==> config.mk <==
export PLATFORM = sky130hd
export DESIGN_NAME = ordered_value_list
export DESIGN_NICKNAME = d
export VERILOG_FILES = /design/src/ovl_pkg.sv /design/src/ordered_value_list.sv /design/src/ovl_cell.sv
export SDC_FILE = /design/constraint.sdc
export NUM_CORES = 2
export LEC_CHECK = 0
export BUFFER_PORTS_ARGS = -buffer_cell sky130_fd_sc_hd__buf_2
export CAP_MARGIN = 20
export CORE_UTILIZATION = 40
export DETAILED_ROUTE_END_ITERATION = 10
export REMOVE_ABC_BUFFERS = 1
export SYNTH_ARGS = -nofsm -noshare
export SYNTH_HDL_FRONTEND = slang
export SYNTH_HIERARCHICAL = 1
export SYNTH_SLANG_ARGS = --single-unit
==> constraint.sdc <==
create_clock -name clk -period 5.4 [get_ports clk]
set_clock_uncertainty 0.2 [all_clocks]
set_input_delay 0.27 -clock clk [delete_from_list [all_inputs] [get_ports clk]]
set_output_delay 0.27 -clock clk [all_outputs]
set_load 0.01 [all_outputs]
==> src/ovl_pkg.sv <==
`timescale 1ns / 1ps
// ----------------------------------------------------------------------------
// ovl_pkg: shared types and constants of the ordered value list
// Opcodes, transfer payloads, the token that walks the cell chain and the
// controller states.
// ----------------------------------------------------------------------------
package ovl_pkg;

  localparam int LIST_DEPTH_DEF = 16;
  localparam int VALUE_W        = 32;
  localparam int COUNT_OUT_W    = 5;

  localparam logic [1:0] OP_APPEND = 2'd0;
  localparam logic [1:0] OP_DELETE = 2'd1;
  localparam logic [1:0] OP_SEARCH = 2'd2;

  typedef struct packed {
    logic [1:0]                opcode;
    logic signed [VALUE_W-1:0] data_value;
  } in_item_t;

  typedef struct packed {
    logic                   found;
    logic                   rejected_full;
    logic [COUNT_OUT_W-1:0] entry_count;
  } out_item_t;

  // Walks the chain one cell per cycle. hit is set once a cell matched;
  // on a delete every cell from the match on pulls its upper neighbor.
  typedef struct packed {
    logic               vld;
    logic               del;
    logic               hit;
    logic [VALUE_W-1:0] value;
  } tok_t;

  typedef enum logic [1:0] {
    ST_IDLE,
    ST_WALK,
    ST_DONE
  } ctl_state_t;

endpackage

==> src/ordered_value_list.sv <==
`timescale 1ns / 1ps
// ----------------------------------------------------------------------------
// ordered_value_list: bounded ordered list of signed 32-bit values
// Append at the end, delete the oldest equal entry, search for a value.
// ----------------------------------------------------------------------------
// Usage:
//   Input channel (item_valid / item_stall / item) carries an opcode and a
//   value. Output channel (result_valid / result_stall / result) returns one
//   result per item: found, rejected_full and the count after the operation.
//   Entries live in a chain of LIST_DEPTH cells, oldest in cell 0.
//   Append writes the cell at the current count directly. Delete and search
//   send a token up the chain, one cell per cycle, and their result is formed
//   once the token leaves the top cell. An unused opcode changes nothing.
//   One item is in work at a time; item_stall is high while it is, so a new
//   input transfer is taken only after the result of the last one has been
//   handed to the output register.
//   A finished result sits in the output register; the next item is taken
//   while it waits. If result_stall holds the register and another result
//   is ready, that result waits in the controller and input stays stalled.
//   Synchronous reset empties the list and drops any result in flight.
// ----------------------------------------------------------------------------
module ordered_value_list #(
  parameter int LIST_DEPTH = ovl_pkg::LIST_DEPTH_DEF
) (
  input  logic              clk,
  input  logic              rst,
  input  logic              item_valid,
  output logic              item_stall,
  input  ovl_pkg::in_item_t item,
  output logic              result_valid,
  input  logic              result_stall,
  output ovl_pkg::out_item_t result
);
  import ovl_pkg::*;

  localparam int CNT_W = $clog2(LIST_DEPTH + 1);

  ctl_state_t       state, state_next;
  logic [CNT_W-1:0] count, count_next;
  out_item_t        pend, pend_next;
  logic             result_load;
  logic             accept;
  logic             full;

  tok_t               tok_chain [LIST_DEPTH+1];
  logic [VALUE_W-1:0] cell_value [LIST_DEPTH];
  logic               cell_valid [LIST_DEPTH];

  assign item_stall = (state != ST_IDLE);
  assign accept     = item_valid && !item_stall;
  assign full       = (count == CNT_W'(LIST_DEPTH));

  // Launch a token into cell 0 on a delete or search transfer.
  always_comb begin
    tok_chain[0].vld   = accept && ((item.opcode == OP_DELETE) ||
                                    (item.opcode == OP_SEARCH));
    tok_chain[0].del   = (item.opcode == OP_DELETE);
    tok_chain[0].hit   = 1'b0;
    tok_chain[0].value = item.data_value;
  end

  for (genvar i = 0; i < LIST_DEPTH; i++) begin : g_cell
    logic [VALUE_W-1:0] nb_value;
    logic               nb_valid;
    logic               wr_en;

    if (i == LIST_DEPTH - 1) begin : g_top
      assign nb_value = '0;
      assign nb_valid = 1'b0;
    end else begin : g_mid
      assign nb_value = cell_value[i+1];
      assign nb_valid = cell_valid[i+1];
    end

    assign wr_en = accept && (item.opcode == OP_APPEND) && (count == CNT_W'(i));

    ovl_cell u_cell (
      .clk      (clk),
      .rst      (rst),
      .tok_in   (tok_chain[i]),
      .nb_value (nb_value),
      .nb_valid (nb_valid),
      .wr_en    (wr_en),
      .wr_value (item.data_value),
      .tok_out  (tok_chain[i+1]),
      .value    (cell_value[i]),
      .valid    (cell_valid[i])
    );
  end

  always_comb begin
    state_next  = state;
    count_next  = count;
    pend_next   = pend;
    result_load = 1'b0;
    unique case (state)
      ST_IDLE: begin
        if (accept) begin
          unique case (item.opcode) inside
            OP_APPEND: begin
              if (full) begin
                pend_next = '{found: 1'b0, rejected_full: 1'b1,
                              entry_count: COUNT_OUT_W'(count)};
              end else begin
                count_next = count + CNT_W'(1);
                pend_next  = '{found: 1'b0, rejected_full: 1'b0,
                               entry_count: COUNT_OUT_W'(count_next)};
              end
              state_next = ST_DONE;
            end
            OP_DELETE, OP_SEARCH: begin
              state_next = ST_WALK;
            end
            default: begin
              pend_next  = '{found: 1'b0, rejected_full: 1'b0,
                             entry_count: COUNT_OUT_W'(count)};
              state_next = ST_DONE;
            end
          endcase
        end
      end
      ST_WALK: begin
        if (tok_chain[LIST_DEPTH].vld) begin
          if (tok_chain[LIST_DEPTH].del && tok_chain[LIST_DEPTH].hit) begin
            count_next = count - CNT_W'(1);
          end
          pend_next  = '{found: tok_chain[LIST_DEPTH].hit, rejected_full: 1'b0,
                         entry_count: COUNT_OUT_W'(count_next)};
          state_next = ST_DONE;
        end
      end
      ST_DONE: begin
        // Hand the result over once the output register is free.
        if (!result_valid || !result_stall) begin
          result_load = 1'b1;
          state_next  = ST_IDLE;
        end
      end
      default: begin
        state_next = ST_IDLE;
      end
    endcase
  end

  always_ff @(posedge clk) begin
    if (rst) begin
      state        <= ST_IDLE;
      count        <= '0;
      result_valid <= 1'b0;
    end else begin
      state        <= state_next;
      count        <= count_next;
      result_valid <= result_load | (result_valid & result_stall);
    end
  end

  always_ff @(posedge clk) begin
    pend <= pend_next;
    if (result_load) begin
      result <= pend;
    end
  end

endmodule

==> src/ovl_cell.sv <==
`timescale 1ns / 1ps
// ----------------------------------------------------------------------------
// ovl_cell: one slot of the ordered value list
// Holds one value and its valid bit, compares against the passing token and
// shifts in its upper neighbor when a delete has matched at or below it.
// ----------------------------------------------------------------------------
module ovl_cell (
  input  logic                         clk,
  input  logic                         rst,
  input  ovl_pkg::tok_t                tok_in,
  input  logic [ovl_pkg::VALUE_W-1:0]  nb_value,
  input  logic                         nb_valid,
  input  logic                         wr_en,
  input  logic [ovl_pkg::VALUE_W-1:0]  wr_value,
  output ovl_pkg::tok_t                tok_out,
  output logic [ovl_pkg::VALUE_W-1:0]  value,
  output logic                         valid
);
  import ovl_pkg::*;

  logic hit_here;
  logic shift;

  assign hit_here = tok_in.vld && !tok_in.hit && valid && (value == tok_in.value);
  assign shift    = tok_in.vld && tok_in.del && (tok_in.hit || hit_here);

  always_ff @(posedge clk) begin
    if (rst) begin
      valid   <= 1'b0;
      tok_out <= '0;
    end else begin
      if (wr_en) begin
        valid <= 1'b1;
      end else if (shift) begin
        valid <= nb_valid;
      end
      tok_out.vld   <= tok_in.vld;
      tok_out.del   <= tok_in.del;
      tok_out.hit   <= tok_in.hit | hit_here;
      tok_out.value <= tok_in.value;
    end
  end

  always_ff @(posedge clk) begin
    if (wr_en) begin
      value <= wr_value;
    end else if (shift) begin
      value <= nb_value;
    end
  end

endmodule

==> After elaboration in Yosys (flattened, before gate mapping) <==
Cells that the tools add are included.
{ "totals": {"wordCells": 406, "ff_bits": 1078, "inputBits": 38, "out_inout_bits": 9} }
{ "op_classes": {"eq_ne": 42, "n_reduce_logical": 159, "addsub": 2, "muxes": 82, "bitwise": 17} }
{ "op_table": {"columns": ["op", "n"], "rows": [
  ["$mux 32", 32],
  ["$eq 32x32->1", 16],
  ["$logic_and 1x1->1", 99],
  ["$eq 5x4->1 const B", 8],
  ["$reduce_bool 2->1", 18],
  ["$mux 1", 34],
  ["$pmux 7 s2", 2],
  ["$mux 5", 5],
  ["$eq 5x3->1 const B", 4],
  ["$logic_not 1->1", 18],
  ["$logic_or 1x1->1", 17],
  ["$or 1x1->1", 16],
  ["$mux 7", 2],
  ["$eq 5x2->1 const B", 2],
  ["$ne 2x2->1 const B", 5],
  ["$pmux 5 s2", 1],
  ["$mux 2", 4],
  ["$mux 6", 1],
  ["$pmux 2 s3", 1],
  ["$add 5x1->5 const B", 1],
  ["$eq 5x1->1 const B", 1],
  ["$eq 5x5->1 const B", 1],
  ["$logic_not 5->1", 1],
  ["$reduce_and 5->1", 1],
  ["other kinds (9)", 12]
]} }

==> Logic depth before layout (Yosys ltp) <==
{ "depth": {"depth_word": 9, "ltp_mapped": 10, "mapped_depth_nobuf": 9} }

==> Hierarchy <==
The synthesis kept the hierarchy.
{ "modules_own_cells": {"columns": ["mod", "instances", "cells_each", "seq_area_each_um2", "area_per_inst_um2"], "rows": [
  ["ovl_cell", 16, 193, 1681.6, 2680.1],
  ["ordered_value_list", 1, 136, 580.6, 1320.0]
]} }

==> Least setup slack after synthesis <==
Ideal clock, no wire load.
{ "synth_path": {"path_type": "input-to-reg", "start": "input port item[33] in the netlist's numbering", "end": "register g_cell[0].u_cell/value[0] in the netlist's numbering (enable)", "t_arrival_ps": 2604, "n_path_buf": 0, "required_time_ps": 4772, "setup_time_ps": 428, "setup_slack_ps": 2168, "path_stages": 7, "cell_sequence": "inv_1 ha_1 and3_1 nand3_1 nor2_1 a31oi_1 o21bai_1"} }
{ "synth_lines": {"columns": ["item", "line_no", "text"], "rows": [
  ["start, declared", "ordered_value_list.sv:29", "input ovl_pkg::in_item_t item,"],
  ["end signal, assigned", "ovl_cell.sv:46", "value <= wr_value;"],
  ["end signal, assigned", "ovl_cell.sv:48", "value <= nb_value;"],
  ["end, declared", "ovl_cell.sv:16", "output logic [ovl_pkg::VALUE_W-1:0] value,"]
]} }

==> Final worst setup path <==
{ "layout_path": {"start": "register state[0]", "end": "register g_cell[10].u_cell/value[21] in the netlist's numbering (enable)"} }
{ "layout_via": {"elab_chain_len": 6} }
{ "layout_lines": {"columns": ["item", "line_no", "text"], "rows": [
  ["start, declared", "ordered_value_list.sv:38", "ctl_state_t state, state_next;"],
  ["start signal, assigned", "ordered_value_list.sv:151", "state <= state_next;"],
  ["$reduce_bool 2->1", "ordered_value_list.sv:49", "assign item_stall = (state != ST_IDLE);"],
  ["$logic_not 1->1", "ordered_value_list.sv:50", "assign accept = item_valid && !item_stall;"],
  ["$logic_and 1x1->1", "ordered_value_list.sv:50", null],
  ["$logic_and 1x1->1 (2 in a row)", "ordered_value_list.sv:75", "assign wr_en = accept && (item.opcode == OP_APPEND) && (count == CNT_W'(i));"],
  ["via g_cell[10].wr_en", "ordered_value_list.sv:65", "logic wr_en;"],
  ["$reduce_bool 2->1 (no source line)", null, null],
  ["end signal, assigned", "ovl_cell.sv:46", null],
  ["end signal, assigned", "ovl_cell.sv:48", null],
  ["end, declared", "ovl_cell.sv:16", null]
]} }
The timed path passes the listed nets, and every way through them passes these cells.
A chain may end at the register's enable or synchronous reset.

==> flow_summary_export.csv <==
group,metric,value,unit
die,core.rowCount,120,
setup_path,cp-endpoint,"g_cell[10].u_cell/value[21]$_DFFE_PP_",
timing,rsz0062_at_grt,"no",
clock_network,cts_buffer_depth,3,
final_layout,nets,3348,
setup_path,rrSetupSlack,2.02,ns
setup_path,reg2reg_from,"state[0]$_SDFFE_PP0P_",
drt,drt_iter0_drc,1420,
setup_path,crit_required,5.48,ns
worst_hold_path,hp-class,"input port to flip-flop",
synthesis,syn_area,43400,sq um
drt,vias_per_cell,4.74,
final_layout,drive_above_1_share,0.244,
timing,fmax,0.296,GHz
timing,maxSlewViolCount,0,
placed_design,port_buffers,46,
setup_path,startpoint,"state[0]$_SDFFE_PP0P_",
pwr,power_density,346,nW/um^2
pwr,p_leak,16.2,nW
setup_path,worst-r2r-cell-count,5,
die,core,107000,sq um
pwr,irDropWorstVdd,0.247,mV
grt,grt_pass1_wl,141000,um
clock_network,clock-sinks,1078,
die,ioPinCount,47,
synthesis,avgSynthCellArea,13.7,sq um
setup_path,cp-end-kind,"flip-flop",
setup_path,crit_chain,"and4bb_2 > and2_1 > nand2_1 > nor2_4 > o21bai_4",
final_layout,syn2layout_area_growth,15.0,%
timing,finalCritPeriodShare,0.627,
setup_path,cp-start-kind,"flip-flop",
clock_network,cts_tree,"built",
setup_path,cpMaxStageDelayCell,"nor2_4",
drt,drc,0,
drt,firstDrtPassIters,5,
timing,period_needed,3.38,ns
synthesis,syn_inst,3159,
drt,ant_nets,0,
placed_design,place_inst,4560,
run,drv_cap,0,
grt,grt_max_degree,150,
final_layout,n_antenna_cell,0,
clock_network,root_buffer,"clkbuf_16",
clock_network,path_clk_slew,0.06,ns
setup_path,crit_fanout,35,
setup_path,cp_slowest_stage_delay,0.85,ns
grt,overflow,0,
placed_design,dpl.hpwl,59700,um
drt,vias,22800,
timing,relSlewSlack,0.316,
setup_path,crit_buf_inv,0,
clock_network,cts_resized,0,
grt,antenna_found_initial,0,
clock_network,postCtsSetupBuffers,0,
clock_network,htreeDepth,3,
timing,worstMarginPinSlew,1.02,ns
timing,finalSetupTns,0,ns
drt,wl,90000,um
clock_network,clock_latency,0.67,ns
setup_path,critPathKind,"flip-flop to flip-flop",
final_layout,stdcell_count,4803,
die,fp.dieArea,110000,sq um
clock_network,cts_buffers,111,
timing,hold_viol_final,0,
setup_path,path_depth,5,
status,status,"complete, no violations",
die,dieHeight,331,um
grt,grt.total_usage,0.162,
timing,finalSetupViolCount,0,
die,initial_core_util,0.404,
die,die_x,331,um
synthesis,yosys_warnings,6,
grt,grt_pass1_vias,23300,
placed_design,gp_congestion,0.752,
drt,routedWlPerCell,18.7,um
setup_path,cp.arrival,3.46,ns
setup_path,critical_path.top_delay_family,"simple AND/OR/NAND/NOR gates",
setup_path,r2r-end,"g_cell[10].u_cell/value[21]$_DFFE_PP_",
-- metrics by stage --
step,power (W),worst slack [ns],hold WS [ns],util,cell area [sq um]
4_1_cts,0.0174,1.87,0.00366,0.465,49800
3_3_place_gp,0.00916,1.78,0.207,0.425,45500
2_1_floorplan,0.00893,0.295,0.136,-,43000
3_5_place_dp,0.00916,1.73,0.208,0.425,45600
5_1_grt,0.0178,1.80,0.0387,0.465,49900
6_report,0.0172,2.02,0.0443,0.465,49900
-- sequential cells by signal, indices dropped and copies added, names as in the netlist --
| signal | cells |
|---|---|
| g_cell.u_cell/valid | 16 |
| result | 7 |
| g_cell.u_cell/tok_out | 528 |
| pend | 7 |
| result_valid | 1 |
| count | 5 |
| g_cell.u_cell/value | 512 |
| state | 2 |
-- worst min-delay path by stage --
| stage | start | endpoint | slack, ns | cells past startpoint |
|---|---|---|---|---|
| global placement | pend[5]$_SDFFCE_PP0P_ | result[5]$_DFFE_PP_ | 0.21 | 0 |
| CTS | item_valid | count[1]$_SDFFE_PP0P_ | 0.004 | 4 |
| global route | item[26] | g_cell[0].u_cell/tok_out[26]$_SDFF_PP0_ | 0.04 | 3 |
| detailed placement | pend[3]$_DFFE_PP_ | result[3]$_DFFE_PP_ | 0.21 | 0 |
| floorplan | rst | g_cell[0].u_cell/tok_out[27]$_SDFF_PP0_ | 0.14 | 1 |
| finish | item_valid | count[1]$_SDFFE_PP0P_ | 0.04 | 4 |
-- repair_timing --
item / CTS / global route
setup endpoints to repair: 0 / 0
hold endpoints to repair: 136 / 0
hold buffers: 30 / 0
-- power by group --
group          internal, W  switching, W
clock network      0.00502       0.00322
registers          0.00857     0.0000377
logic             0.000137      0.000261
total               0.0137       0.00352
-- area by class of cell --
cell class | count | area [sq um]
fill | 9590 | 57300
multi-input combinational | 1992 | 16400
sequential | 1078 | 26800
clock inverter | 58 | 759
timing repair buffer | 112 | 888
clock buffer | 153 | 3210
inverter | 7 | 26.3
tap | 1403 | 1760
-- worst register-to-register path: stages, from the launching register on --
cell      delay [ns]
dfxtp_1         0.43
and4bb_2        0.44
and2_1          0.21
nand2_1         0.24
nor2_4          0.85
o21bai_4        0.61
-- cells in the final DEF, fill, tap and decap left out, types with 3 or more instances in the layout --
cell type,count
dfxtp_1,552
edfxtp_1,526
xnor2_1,513
mux2_2,513
nor2b_1,498
clkbuf_16,117
nand4_1,112
nor2_1,62
buf_2,45
nand3_1,35
conb_1,34
nor4_1,32
nor3_1,32
buf_4,31
dlygate4sd3_1,30
nand2_1,28
clkinv_2,24
clkbuf_1,21
o21a_1,18
bufinv_16,18
a31oi_1,16
clkbuf_8,15
o21bai_4,15
nor2b_2,15
nor2_4,11
clkinv_1,9
ha_1,8
inv_1,7
a21oi_1,7
o21ai_0,5
nand2b_1,5
nor3_2,4
clkinvlp_4,4
buf_12,3
-- layer usage --
layer  vias to the layer above  wire length (um)  global-route usage
met5                         -                 0                   0
met3                       107              2930              0.0230
li1                      11300                 -                   -
met4                         0              1420              0.0401
met1                     11000             46300               0.240
met2                       310             39400               0.246
Note: power is estimated with default switching activity, not from simulation.
